===== config.mk =====
export PLATFORM = sky130hd
export DESIGN_NAME = websocket_short_frame_unmasker_flat
export DESIGN_NICKNAME = d
export VERILOG_FILES = /design/src/hw/rtl/wsfu_pkg.sv /design/src/hw/rtl/wsfu_if.sv /design/src/hw/rtl/wsfu_front.sv /design/src/hw/rtl/wsfu_fifo.sv /design/src/hw/rtl/websocket_short_frame_unmasker.sv /design/src/flat_wrapper.sv
export SDC_FILE = /design/constraint.sdc
export NUM_CORES = 1
export LEC_CHECK = 0
export BUFFER_PORTS_ARGS = -buffer_cell sky130_fd_sc_hd__clkbuf_2
export CAP_MARGIN = 20
export CORE_MARGIN = 5
export CORE_UTILIZATION = 62
export DETAILED_ROUTE_END_ITERATION = 10
export PLACE_DENSITY = 0.91
export REMOVE_ABC_BUFFERS = 1
export SYNTH_ARGS = -nofsm -noshare
export SYNTH_HDL_FRONTEND = slang
export SYNTH_SLANG_ARGS = --single-unit

===== constraint.sdc =====
create_clock -name clk -period 5.5 [get_ports clk]
set_input_delay 0.825 -clock clk [delete_from_list [all_inputs] [get_ports clk]]
set_output_delay 0.825 -clock clk [all_outputs]
set_load 0.1 [all_outputs]

===== src/hw/rtl/wsfu_pkg.sv =====
// Package: shared types and constants of the short-frame unmasker
package wsfu_pkg;

	// Opcodes of interest
	localparam logic [3:0] OP_TEXT   = 4'h1;
	localparam logic [3:0] OP_BINARY = 4'h2;
	localparam logic [3:0] OP_CLOSE  = 4'h8;

	// Largest short-form length; 126 and 127 mark extended lengths
	localparam logic [6:0] SHORT_LIMIT = 7'd125;
	localparam logic [6:0] MAX_LEN_RESET = 7'd125;

	// Mask key bytes following the length byte
	localparam logic [6:0] MASK_BYTES = 7'd4;

	// Result kinds
	localparam logic KIND_PAYLOAD = 1'b0;
	localparam logic KIND_CLOSE   = 1'b1;

	// Parser phases, one-hot
	typedef enum logic [4:0] {
		PH_HDR0    = 5'b00001,
		PH_HDR1    = 5'b00010,
		PH_MASK    = 5'b00100,
		PH_PAYLOAD = 5'b01000,
		PH_SKIP    = 5'b10000
	} phase_t;

	// One result item
	typedef struct packed {
		logic       result_kind;
		logic [7:0] payload_byte;
		logic [3:0] frame_opcode;
		logic       last_of_frame;
	} result_t;

	// Front to queue push
	typedef struct packed {
		logic    push;
		result_t item;
	} push_t;

endpackage


===== src/hw/rtl/wsfu_if.sv =====
// Interfaces: received byte channel and result channel

interface wsfu_byte_if;
	logic       valid;
	logic       ready;
	logic [7:0] data_byte;
	logic       buffer_start;

	modport source (output valid, output data_byte, output buffer_start, input ready);
	modport sink (input valid, input data_byte, input buffer_start, output ready);
endinterface

interface wsfu_result_if;
	logic       valid;
	logic       ready;
	logic       result_kind;
	logic [7:0] payload_byte;
	logic [3:0] frame_opcode;
	logic       last_of_frame;

	modport source (output valid, output result_kind, output payload_byte,
		output frame_opcode, output last_of_frame, input ready);
	modport sink (input valid, input result_kind, input payload_byte,
		input frame_opcode, input last_of_frame, output ready);
endinterface


===== src/hw/rtl/wsfu_front.sv =====
// Front end: frame header parser, mask key capture and payload unmasking
module wsfu_front (
	input  logic             clk,
	input  logic             arst_n,
	input  logic             accept,
	input  logic [7:0]       data_byte,
	input  logic             buffer_start,
	input  logic [6:0]       max_len,
	output wsfu_pkg::push_t  push
);
	import wsfu_pkg::*;

	phase_t     phase_q;
	logic [3:0] opcode_q;
	logic       masked_q;
	logic [6:0] len_q;
	logic [6:0] count_q;
	logic [7:0] key_q [4];
	logic       closed_q;

	phase_t     phase_eff;
	logic       len_bad;
	logic [7:0] count_inc;
	logic       last;
	logic       emit_data;
	logic [7:0] unmasked;

	// A buffer start restarts parsing at header byte 0
	assign phase_eff = buffer_start ? PH_HDR0 : phase_q;

	assign len_bad   = (data_byte[6:0] > max_len) || (data_byte[6:0] > SHORT_LIMIT);
	assign count_inc = {1'b0, count_q} + 8'd1;
	assign last      = count_inc >= {1'b0, len_q};
	assign emit_data = (opcode_q == OP_TEXT) || (opcode_q == OP_BINARY);
	assign unmasked  = masked_q ? (data_byte ^ key_q[count_q[1:0]]) : data_byte;

	// Result generation for the current transfer
	always_comb begin
		push = '0;
		if (accept && !closed_q) begin
			case (phase_eff)
				PH_HDR0: begin
					if (data_byte[3:0] == OP_CLOSE) begin
						push.push              = 1'b1;
						push.item.result_kind  = KIND_CLOSE;
						push.item.frame_opcode = OP_CLOSE;
					end
				end
				PH_PAYLOAD: begin
					push.push               = emit_data;
					push.item.result_kind   = KIND_PAYLOAD;
					push.item.payload_byte  = unmasked;
					push.item.frame_opcode  = opcode_q;
					push.item.last_of_frame = last;
				end
				default: begin
					push = '0;
				end
			endcase
		end
	end

	// Parser state
	always_ff @(posedge clk or negedge arst_n) begin
		if (!arst_n) begin
			phase_q  <= PH_HDR0;
			opcode_q <= '0;
			masked_q <= 1'b0;
			len_q    <= '0;
			count_q  <= '0;
			closed_q <= 1'b0;
		end else if (accept && !closed_q) begin
			case (phase_eff)
				PH_HDR0: begin
					opcode_q <= data_byte[3:0];
					if (data_byte[3:0] == OP_CLOSE) begin
						closed_q <= 1'b1;
						phase_q  <= PH_SKIP;
					end else begin
						phase_q <= PH_HDR1;
					end
				end
				PH_HDR1: begin
					masked_q <= data_byte[7];
					len_q    <= data_byte[6:0];
					count_q  <= '0;
					if (len_bad)
						phase_q <= PH_SKIP;
					else if (data_byte[7])
						phase_q <= PH_MASK;
					else if (data_byte[6:0] == 7'd0)
						phase_q <= PH_SKIP;
					else
						phase_q <= PH_PAYLOAD;
				end
				PH_MASK: begin
					if (count_inc[6:0] >= MASK_BYTES) begin
						count_q <= '0;
						phase_q <= (len_q == 7'd0) ? PH_SKIP : PH_PAYLOAD;
					end else begin
						count_q <= count_inc[6:0];
					end
				end
				PH_PAYLOAD: begin
					count_q <= count_inc[6:0];
					if (last)
						phase_q <= PH_SKIP;
				end
				default: begin
					phase_q <= PH_SKIP;
				end
			endcase
		end
	end

	// Mask key capture
	always_ff @(posedge clk) begin
		if (accept && !closed_q && (phase_eff == PH_MASK))
			key_q[count_q[1:0]] <= data_byte;
	end

endmodule


===== src/hw/rtl/wsfu_fifo.sv =====
// Result queue between the parser and the output channel
module wsfu_fifo #(
	parameter int DEPTH = 4
) (
	input  logic              clk,
	input  logic              arst_n,
	input  wsfu_pkg::push_t   push,
	output logic              space,
	output logic              rd_valid,
	input  logic              rd_ready,
	output wsfu_pkg::result_t rd_item
);
	import wsfu_pkg::*;

	localparam int AW = (DEPTH > 1) ? $clog2(DEPTH) : 1;
	localparam int CW = $clog2(DEPTH + 1);
	localparam logic [AW-1:0] LAST_ADDR = AW'(DEPTH - 1);
	localparam logic [CW-1:0] FULL_CNT  = CW'(DEPTH);

	result_t       mem_q [DEPTH];
	logic [AW-1:0] wr_ptr_q;
	logic [AW-1:0] rd_ptr_q;
	logic [CW-1:0] count_q;
	logic          do_wr;
	logic          do_rd;

	assign space    = count_q != FULL_CNT;
	assign rd_valid = count_q != '0;
	assign rd_item  = mem_q[rd_ptr_q];
	assign do_wr    = push.push && space;
	assign do_rd    = rd_valid && rd_ready;

	// Storage
	always_ff @(posedge clk) begin
		if (do_wr)
			mem_q[wr_ptr_q] <= push.item;
	end

	// Pointers and fill count
	always_ff @(posedge clk or negedge arst_n) begin
		if (!arst_n) begin
			wr_ptr_q <= '0;
			rd_ptr_q <= '0;
			count_q  <= '0;
		end else begin
			if (do_wr)
				wr_ptr_q <= (wr_ptr_q == LAST_ADDR) ? '0 : wr_ptr_q + AW'(1);
			if (do_rd)
				rd_ptr_q <= (rd_ptr_q == LAST_ADDR) ? '0 : rd_ptr_q + AW'(1);
			case ({do_wr, do_rd})
				2'b10:   count_q <= count_q + CW'(1);
				2'b01:   count_q <= count_q - CW'(1);
				default: count_q <= count_q;
			endcase
		end
	end

endmodule


===== src/hw/rtl/websocket_short_frame_unmasker.sv =====
// Top level: short WebSocket frame receiver with payload unmasking
//
// Usage: received bytes enter on byte_in, one per transfer, with
// buffer_start marking the first header byte of a frame. The parser
// reads opcode, mask flag, 7-bit length and the mask key, and pushes one
// result per text/binary payload byte (XOR-unmasked when masked) or one close result
// into a small queue; results leave on result_out.
// Throughput: one byte per cycle while the result queue has space.
// Timing: a result is written into the result queue as the byte
// that causes it is transferred; result_out is fed from the queue.
// Stalls: byte_in.ready drops only when the result queue (DEPTH entries)
// is full; a stalled receiver holds results in the queue.
// Reset: the queue empties, the parser expects header byte 0 and the
// length limit returns to 125. After a close frame the block drops all
// bytes until reset.
// cfg_wr_en/cfg_wr_data write the length limit; write it only when idle.
module websocket_short_frame_unmasker #(
	parameter int DEPTH = 4
) (
	input  logic              clk,
	input  logic              arst_n,
	input  logic              cfg_wr_en,
	input  logic [6:0]        cfg_wr_data,
	wsfu_byte_if.sink         byte_in,
	wsfu_result_if.source     result_out
);
	import wsfu_pkg::*;

	logic [6:0] max_len_q;
	logic       space;
	logic       accept;
	push_t      push;
	result_t    rd_item;

	// Length limit register
	always_ff @(posedge clk or negedge arst_n) begin
		if (!arst_n)
			max_len_q <= MAX_LEN_RESET;
		else if (cfg_wr_en)
			max_len_q <= cfg_wr_data;
	end

	assign byte_in.ready = space;
	assign accept        = byte_in.valid && space;

	wsfu_front u_front (
		.clk          (clk),
		.arst_n       (arst_n),
		.accept       (accept),
		.data_byte    (byte_in.data_byte),
		.buffer_start (byte_in.buffer_start),
		.max_len      (max_len_q),
		.push         (push)
	);

	wsfu_fifo #(
		.DEPTH (DEPTH)
	) u_fifo (
		.clk      (clk),
		.arst_n   (arst_n),
		.push     (push),
		.space    (space),
		.rd_valid (result_out.valid),
		.rd_ready (result_out.ready),
		.rd_item  (rd_item)
	);

	assign result_out.result_kind   = rd_item.result_kind;
	assign result_out.payload_byte  = rd_item.payload_byte;
	assign result_out.frame_opcode  = rd_item.frame_opcode;
	assign result_out.last_of_frame = rd_item.last_of_frame;

endmodule

===== src/flat_wrapper.sv =====
// flat-port wrapper written by rule: the top's interface ports become plain ports
module websocket_short_frame_unmasker_flat import wsfu_pkg::*;
#(
	parameter int DEPTH = 4
)
  (clk, arst_n, cfg_wr_en, cfg_wr_data, byte_in_valid, byte_in_data_byte, byte_in_buffer_start, byte_in_ready, result_out_valid, result_out_result_kind, result_out_payload_byte, result_out_frame_opcode, result_out_last_of_frame, result_out_ready);
  wsfu_byte_if byte_in_i ();
  wsfu_result_if result_out_i ();
  input  logic clk;
  input  logic arst_n;
  input  logic cfg_wr_en;
  input  logic [6:0] cfg_wr_data;
  input wire logic [$bits(byte_in_i.valid)-1:0] byte_in_valid;
  input wire logic [$bits(byte_in_i.data_byte)-1:0] byte_in_data_byte;
  input wire logic [$bits(byte_in_i.buffer_start)-1:0] byte_in_buffer_start;
  output wire logic [$bits(byte_in_i.ready)-1:0] byte_in_ready;
  output wire logic [$bits(result_out_i.valid)-1:0] result_out_valid;
  output wire logic [$bits(result_out_i.result_kind)-1:0] result_out_result_kind;
  output wire logic [$bits(result_out_i.payload_byte)-1:0] result_out_payload_byte;
  output wire logic [$bits(result_out_i.frame_opcode)-1:0] result_out_frame_opcode;
  output wire logic [$bits(result_out_i.last_of_frame)-1:0] result_out_last_of_frame;
  input wire logic [$bits(result_out_i.ready)-1:0] result_out_ready;
  assign byte_in_i.valid = byte_in_valid;
  assign byte_in_i.data_byte = byte_in_data_byte;
  assign byte_in_i.buffer_start = byte_in_buffer_start;
  assign byte_in_ready = byte_in_i.ready;
  assign result_out_valid = result_out_i.valid;
  assign result_out_result_kind = result_out_i.result_kind;
  assign result_out_payload_byte = result_out_i.payload_byte;
  assign result_out_frame_opcode = result_out_i.frame_opcode;
  assign result_out_last_of_frame = result_out_i.last_of_frame;
  assign result_out_i.ready = result_out_ready;
  websocket_short_frame_unmasker #(.DEPTH(DEPTH)) u_core (.clk(clk), .arst_n(arst_n), .cfg_wr_en(cfg_wr_en), .cfg_wr_data(cfg_wr_data), .byte_in(byte_in_i), .result_out(result_out_i));
endmodule

==> qor.json, run 1 <==
{
  "fin_worst_skew_ns": 0.0114,
  "rsz0062_at_grt": "false",
  "cp_data_required_time_ns": 5.90,
  "die_height_um": 106,
  "irDropWorstVdd_uv": 247,
  "effective_utilization_at_floorplan_pct": 62.6,
  "final_max_slew_viol_count": 0,
  "layout_worst_path_cycle_share_pct": 62.7,
  "global_route.usage.total_pct": 21.3,
  "worst_ep_arrival_time_ns": 3.85,
  "drt_first_pass_iters": 4,
  "post_route_cells_drive_above_1_share_pct": 24.7,
  "final.setup.worst_slack_ns": 2.05,
  "numClockSinks": 127,
  "ioPinCount": 37,
  "cts_buffers": 17,
  "maxClockFrequency_mhz": 290,
  "pin_count_of_the_biggest_net_entering_global_routing": 40,
  "final-hold-violation-count": 0,
  "final_cells": 564,
  "worstSetupStartpointType": "flop",
  "grt_first_pass_wirelength_mm": 17.9,
  "setup_tns_ns": 0,
  "crit_path_cell_trace": "inv_2 -> nor3_1 -> xor2_1 -> ha_1 -> a21o_1 -> a21oi_1 -> o21ai_0 -> a311o_1 -> and3_4 -> mux2_4",
  "grt_overflow": 0,
  "timing_worst_slew_pin_value_ns": 0.967,
  "cts_setup_buffers": 0,
  "relSlewSlack_pct": 35.6,
  "port_buffers": 36,
  "final.hold.worst_slack_ns": 0.457,
  "max_cap_violations": 0,
  "vias": 3382,
  "drc_errors": 0,
  "ctsHtreeMaxLevel": 4,
  "post_drt_wl_per_cell_um": 19.2,
  "tritoncts": "done",
  "areaGrowthSynthToFinish_pct": 16.1,
  "crit_path_max_fanout": 13,
  "cts-root-buf": "sky130_fd_sc_hd__clkbuf_8",
  "synth-warning-count": 0,
  "detail_route.vias_per_cell": 6.00,
  "critPathCaptureType": "flop",
  "clk_pin_slew_ns": 0.06,
  "leakage_dissipation_nw": 2.68,
  "dpl_worst_slack_ns": 1.99,
  "power_density_over_the_cells_nw_per_um2": 499,
  "fin_nets": 486,
  "core-area_um2": 9060,
  "number_of_antenna_violations_at_the_first_check_in_global_routing": 0,
  "seq_area_frac_synth_pct": 64.0,
  "run_status": "complete, no violations",
  "ctsHoldBuffers": 0,
  "floorplan.die_area_um2": 11200,
  "crit_slowest_cell": "sky130_fd_sc_hd__dfrtp_1",
  "syn-instance-count": 390,
  "detailedPlacementHpwl_mm": 7.35,
  "dp_cells": 531,
  "finalSetupViolCount": 0,
  "global_placement_routability_congestion": 0.848,
  "synth_flop_cell": "sky130_fd_sc_hd__edfxtp_1",
  "initialDrtViolationCount": 237,
  "crit_type": "flop to flop",
  "cp_num_buf_inv": 1,
  "ant_nets": 0,
  "cts_repair_resized_insts": 0,
  "synth_edf_count": 88,
  "insertedDiodeCount": 0,
  "ys_seq_elements": 127,
  "core.rowCount": 35,
  "die_w_um": 106,
  "syn_area_per_cell_um2": 14.5,
  "path_delay_family": "compound AO/OA/AOI/OAI gates",
  "synthDistinctLibCells": 49,
  "worst_skew_pair.late_latency_ns": 0.52,
  "totalWireLength_mm": 10.8,
  "synthArstFlopShare_pct": 30.7,
  "via_count_of_the_first_global_routing_pass": 3514,
  "max_stage_delay_ns": 0.78,
  "cts-root-to-sink-buffers": 2,
  "final_period_minus_worst_setup_slack_ns": 3.45,
  "synth_area_um2": 5670,
  "hold_class": "input pin to asynchronous set/reset pin",
  "total_power_mw": 3.29
}
-- layout make-up --
class | instances | area, um2
Fill cell | 530 | 2480
Clock inverter | 15 | 168
Tap cell | 111 | 139
Sequential cell | 127 | 3630
Timing Repair Buffer | 41 | 230
Multi-Input combinational cell | 226 | 1900
Inverter | 27 | 101
Clock buffer | 17 | 414
-- cells in the final DEF, fill, tap and decap left out, types with 3 or more instances in the layout --
cell type,count
sky130_fd_sc_hd__a21o_1,4
sky130_fd_sc_hd__a21oi_1,9
sky130_fd_sc_hd__and3_1,8
sky130_fd_sc_hd__buf_6,4
sky130_fd_sc_hd__bufinv_16,3
sky130_fd_sc_hd__clkbuf_16,16
sky130_fd_sc_hd__clkbuf_2,36
sky130_fd_sc_hd__clkinv_1,5
sky130_fd_sc_hd__clkinv_4,4
sky130_fd_sc_hd__dfrtp_1,32
sky130_fd_sc_hd__dfstp_2,7
sky130_fd_sc_hd__edfxtp_1,88
sky130_fd_sc_hd__ha_1,24
sky130_fd_sc_hd__inv_1,25
sky130_fd_sc_hd__mux2_2,7
sky130_fd_sc_hd__mux4_2,22
sky130_fd_sc_hd__nand2_1,39
sky130_fd_sc_hd__nand3_1,7
sky130_fd_sc_hd__nor2_1,16
sky130_fd_sc_hd__nor2b_1,5
sky130_fd_sc_hd__nor3_1,7
sky130_fd_sc_hd__nor4_1,4
sky130_fd_sc_hd__o21ai_0,11
sky130_fd_sc_hd__o21ai_1,9
sky130_fd_sc_hd__o31ai_1,5
sky130_fd_sc_hd__xnor2_1,4
sky130_fd_sc_hd__xor2_1,13
-- Yosys cell counts, types with 7 or more instances --
cell / number / area share [%]
sky130_fd_sc_hd__a21oi_1: 9 / 0.79
sky130_fd_sc_hd__and3_1: 8 / 0.88
sky130_fd_sc_hd__clkbuf_1: 8 / 0.53
sky130_fd_sc_hd__dfrtp_1: 32 / 14
sky130_fd_sc_hd__dfstp_2: 7 / 3.2
sky130_fd_sc_hd__edfxtp_1: 88 / 47
sky130_fd_sc_hd__ha_1: 24 / 5.3
sky130_fd_sc_hd__inv_1: 25 / 1.7
sky130_fd_sc_hd__mux2_2: 7 / 1.4
sky130_fd_sc_hd__mux4_2: 22 / 8.7
sky130_fd_sc_hd__nand2_1: 39 / 2.6
sky130_fd_sc_hd__nand3_1: 7 / 0.62
sky130_fd_sc_hd__nor2_1: 16 / 1.1
sky130_fd_sc_hd__nor3_1: 7 / 0.62
sky130_fd_sc_hd__o21ai_0: 11 / 0.97
sky130_fd_sc_hd__o21ai_1: 9 / 0.79
sky130_fd_sc_hd__xor2_1: 13 / 2.0
-- registers in the layout, indices dropped and copies added (netlist names) --
signal,flops
u_core.max_len_q,7
u_core.u_front.masked_q,1
u_core.u_front.count_q,7
u_core.u_fifo.count_q,3
u_core.u_fifo.mem_q,56
u_core.u_front.opcode_q,4
u_core.u_front.closed_q,1
u_core.u_fifo.wr_ptr_q,2
u_core.u_fifo.rd_ptr_q,2
u_core.u_front.len_q,7
u_core.u_front.phase_q,5
u_core.u_front.key_q,32
-- through the flow --
| step | util, % | instance area, um2 |
|---|---|---|
| floorplan | - | 5630 |
| global placement | 65.7 | 5950 |
| detailed placement | 66.2 | 6000 |
| CTS | 72.6 | 6580 |
| global route | 72.6 | 6580 |
| finish | 72.6 | 6580 |
-- power breakdown --
part           switching (mW)  internal (mW)
registers               0.139           1.11
clock network           0.401          0.686
logic                   0.650          0.298
total                    1.19           2.10
-- per-layer routing --
| layer | track usage, % | wire, um | vias up | share of wire, % |
|---|---|---|---|---|
| li1 | - | - | 1562 | - |
| met1 | 25.5 | 4210 | 1678 | 39 |
| met2 | 36.7 | 5720 | 121 | 53 |
| met3 | 6.67 | 654 | 21 | 6.0 |
| met4 | 6.94 | 241 | 0 | 2.2 |
| met5 | 0 | 0 | - | 0 |
-- path summary, 6_finish.rpt --
check | cells past startpoint | start | to | slack (ns)
setup / recovery | 10 | u_core.u_front.count_q[0] | u_core.u_front.phase_q[4] | 2.05
hold / removal | 1 | arst_n | u_core.u_front.count_q[2] | 0.46
setup reg to reg | 10 | u_core.u_front.count_q[0] | u_core.u_front.phase_q[4] | 2.05
hold reg to reg | 1 | u_core.u_fifo.count_q[2] | u_core.u_fifo.count_q[2] | 0.48
max in group asynchronous | 1 | arst_n | u_core.u_front.opcode_q[1] | 4.44
min in group clk | 1 | u_core.u_fifo.count_q[2] | u_core.u_fifo.count_q[2] | 0.48
-- logic make-up after synthesis --
| kind of cell | share of synthesized area (%) |
|---|---|
| multiplexers | 10.9 |
| flip-flops | 64.0 |
| adder cells (fa/ha/maj) | 5.65 |
| buffers and inverters | 2.47 |
| XOR/XNOR | 2.63 |
| AO/OA/AOI/OAI | 5.25 |
| AND/OR/NAND/NOR | 9.20 |
Note: power is estimated with default switching activity, not from simulation.
==> run 2: changes to the inputs <==
--- a/config.mk
+++ b/config.mk
@@ -8,9 +8,9 @@
 export BUFFER_PORTS_ARGS = -buffer_cell sky130_fd_sc_hd__clkbuf_2
 export CAP_MARGIN = 20
 export CORE_MARGIN = 5
-export CORE_UTILIZATION = 62
+export CORE_UTILIZATION = 54
 export DETAILED_ROUTE_END_ITERATION = 10
-export PLACE_DENSITY = 0.91
+export PLACE_DENSITY = 0.85
 export REMOVE_ABC_BUFFERS = 1
 export SYNTH_ARGS = -nofsm -noshare
 export SYNTH_HDL_FRONTEND = slang
==> constraint.sdc (replaced) <==
create_clock -name clk -period 3.1 [get_ports clk]
set_input_delay 0.465 -clock clk [delete_from_list [all_inputs] [get_ports clk]]
set_output_delay 0.465 -clock clk [all_outputs]
set_load 0.1 [all_outputs]
==> run 2 against run 1 <==
  * Via count is 1.4% higher
  * Worst hold slack worse by 0.31 ns
  * Sequential power is 72% higher
  * Flip-flop and latch count stayed put
  * Combinational power is 89% higher
  * Worst setup slack worse by 1.8 ns
  * Final cell count is 6.2% higher
  * Critical path type unchanged
  * Clock power is 79% higher
  * Critical endpoint unchanged
  * Count of clock-buffer cells in the layout is 1 higher
  * Critical path depth stayed put
  * Wire length is 7.3% higher
==> qor.json, run 2 (same netlist as run 1, synthesis figures left out) <==
{
  "rsz0062_at_grt": "false",
  "initialDrtViolationCount": 252,
  "final.hold.worst_slack_ns": 0.146,
  "effective_utilization_at_floorplan_pct": 55.2,
  "via_count_of_the_first_global_routing_pass": 3708,
  "grt_first_pass_wirelength_mm": 19.3,
  "core-area_um2": 10300,
  "detailedPlacementHpwl_mm": 7.66,
  "power_density_over_the_cells_nw_per_um2": 879,
  "drc_errors": 0,
  "timing.hold.worst_endpoint": "u_core.max_len_q[5]",
  "drt_first_pass_iters": 4,
  "worst_hold_startpoint": "cfg_wr_data[5]",
  "r2r-start": "u_core.u_front.count_q[1]",
  "final-hold-violation-count": 0,
  "fillers": 716,
  "detail_route.vias_per_cell": 5.72,
  "ctsHtreeMaxLevel": 4,
  "post_drt_wl_per_cell_um": 19.4,
  "critPathCaptureType": "flop",
  "final_period_minus_worst_setup_slack_ns": 2.86,
  "r2r-end": "u_core.u_front.phase_q[4]",
  "timing_worst_slew_pin_value_ns": 0.735,
  "layout.cells.most_common": "sky130_fd_sc_hd__edfxtp_1",
  "number_of_antenna_violations_at_the_first_check_in_global_routing": 0,
  "post_route_cells_drive_above_1_share_pct": 26.8,
  "relSlewSlack_pct": 51.0,
  "wl_met3_um": 652,
  "timing.reg2reg.setup_slack_ns": 0.24,
  "core.rowCount": 37,
  "global_route.usage.total_pct": 20.1,
  "timing.critical_path.from": "u_core.u_front.count_q[1]",
  "ioPinCount": 37,
  "fin_worst_skew_ns": 0.0101,
  "totalWireLength_mm": 11.6,
  "power.sequential.fraction_pct": 36.4,
  "die_height_um": 112,
  "power.switching_fraction_pct": 36.4,
  "cts-root-buf": "sky130_fd_sc_hd__clkbuf_8",
  "vias": 3429,
  "layout_worst_path_cycle_share_pct": 92.4,
  "finalSetupViolCount": 0,
  "port_buffers": 36,
  "tritoncts": "done",
  "largest-register": "u_core.u_fifo.mem_q",
  "insertedDiodeCount": 0,
  "cts_setup_buffers": 0,
  "worstSetupStartpointType": "flop",
  "cp_data_required_time_ns": 3.49,
  "clk_pin_slew_ns": 0.06,
  "leakage_dissipation_nw": 2.74,
  "worst_skew_pair.late_latency_ns": 0.52,
  "final_cell_mix": "88 x sky130_fd_sc_hd__edfxtp_1, 39 x sky130_fd_sc_hd__nand2_1, 36 x sky130_fd_sc_hd__clkbuf_2",
  "power.share.clock_pct": 33.1,
  "fin_nets": 496,
  "floorplan.die_area_um2": 12700,
  "final_max_slew_viol_count": 0,
  "irDropWorstVdd_uv": 519,
  "share_comb_of_total_power_pct": 30.4,
  "r2r_cells": 10,
  "die_w_um": 112,
  "grt_overflow": 0,
  "cell_internal_pwr_mw": 3.75,
  "ant_nets": 0,
  "global_placement_routability_congestion": 0.788,
  "crit_path_max_fanout": 5,
  "dr_wl_met2_mm": 6.29,
  "timing.hold.worst_path_depth": 3,
  "hold_class": "input pin to flop",
  "areaGrowthSynthToFinish_pct": 18.1,
  "cts_buffers": 17,
  "cts-root-to-sink-buffers": 2,
  "worst_ep_arrival_time_ns": 3.26,
  "max_cap_violations": 0,
  "numClockSinks": 127,
  "highest_layer": "met4",
  "met1_length_mm": 4.46,
  "maxClockFrequency_mhz": 349,
  "run_status": "complete, no violations",
  "final_core_util_pct": 65.2,
  "largest_reg_flops": 56,
  "switching_power_mw": 2.14,
  "crit_type": "flop to flop",
  "pin_count_of_the_biggest_net_entering_global_routing": 40
}
run 2: changes by cell type in the layout (fill, tap and decap cells not counted), sizes merged:
cell / delta
buf: +9
clkbuf: +1
clkinv: -2
clkinvlp: +1
dlygate4sd3: +1
run 2: timing repair:
action | 4_1_cts | 5_1_grt
gates resized for setup | 0 | 0
hold buffers | 0 | 1
hold endpoints to repair | 0 | 12
run 2: worst max-delay path, cell delays in order, from the launching register on:
cell and delay (ns):
sky130_fd_sc_hd__dfrtp_1 0.44, sky130_fd_sc_hd__ha_1 0.26, sky130_fd_sc_hd__xnor2_1 0.25, sky130_fd_sc_hd__inv_1 0.08, sky130_fd_sc_hd__ha_1 0.29, sky130_fd_sc_hd__a211o_1 0.29, sky130_fd_sc_hd__a31oi_1 0.13, sky130_fd_sc_hd__o21ai_0 0.17
sky130_fd_sc_hd__a311o_1 0.35, sky130_fd_sc_hd__and3_4 0.21, sky130_fd_sc_hd__mux2_4 0.29
run 2: layout make-up:
type / instances / area, um2 / share of cell area [%]
well taps: 136 / 170 / 2.54
repair buffers: 51 / 313 / 4.67
multi-input cells: 226 / 1900 / 28.4
clock inverters: 14 / 166 / 2.48
flip-flops and latches: 127 / 3630 / 54.1
clock buffers: 18 / 418 / 6.24
inverters: 27 / 101 / 1.51
run 2: worst max path at each step:
stage	to	depth (start not counted)
finish	u_core.u_front.phase_q[4]	10
global route	u_core.u_fifo.count_q[2]	10
CTS	u_core.u_fifo.count_q[2]	10
detailed placement	u_core.u_fifo.count_q[1]	9
global placement	u_core.u_front.phase_q[4]	10
floorplan	u_core.u_fifo.mem_q[0][0]	5
run 2: power groups by stage:
stage | sequential, mW | combinational, mW | clock, mW
final | 2.15 | 1.79 | 1.95
after global routing | 2.17 | 1.93 | 2.07
after CTS | 2.14 | 1.81 | 1.98
after detailed placement | 2.17 | 1.79 | 0
after global placement | 2.16 | 1.73 | 0
after floorplan | 2.18 | 1.42 | 0
run 2: metal layers:
metal	vias to the layer above	track usage (%)
li1	1579	-
met1	1694	23.8
met2	138	35.1
met3	18	5.01
met4	0	7.93
met5	-	0
run 2: through the flow:
stage	worst slack [ns]	power (mW)	cell area [um2]	std cells	setup TNS (ns)
after floorplan	-0.0213	3.60	5630	380	-1.20
after global routing	0.0266	6.17	6700	599	0
after global placement	0.370	3.89	6070	564	0
final	0.237	5.89	6700	599	0
after CTS	0.246	5.94	6660	596	0
after detailed placement	0.221	3.96	6070	564	0
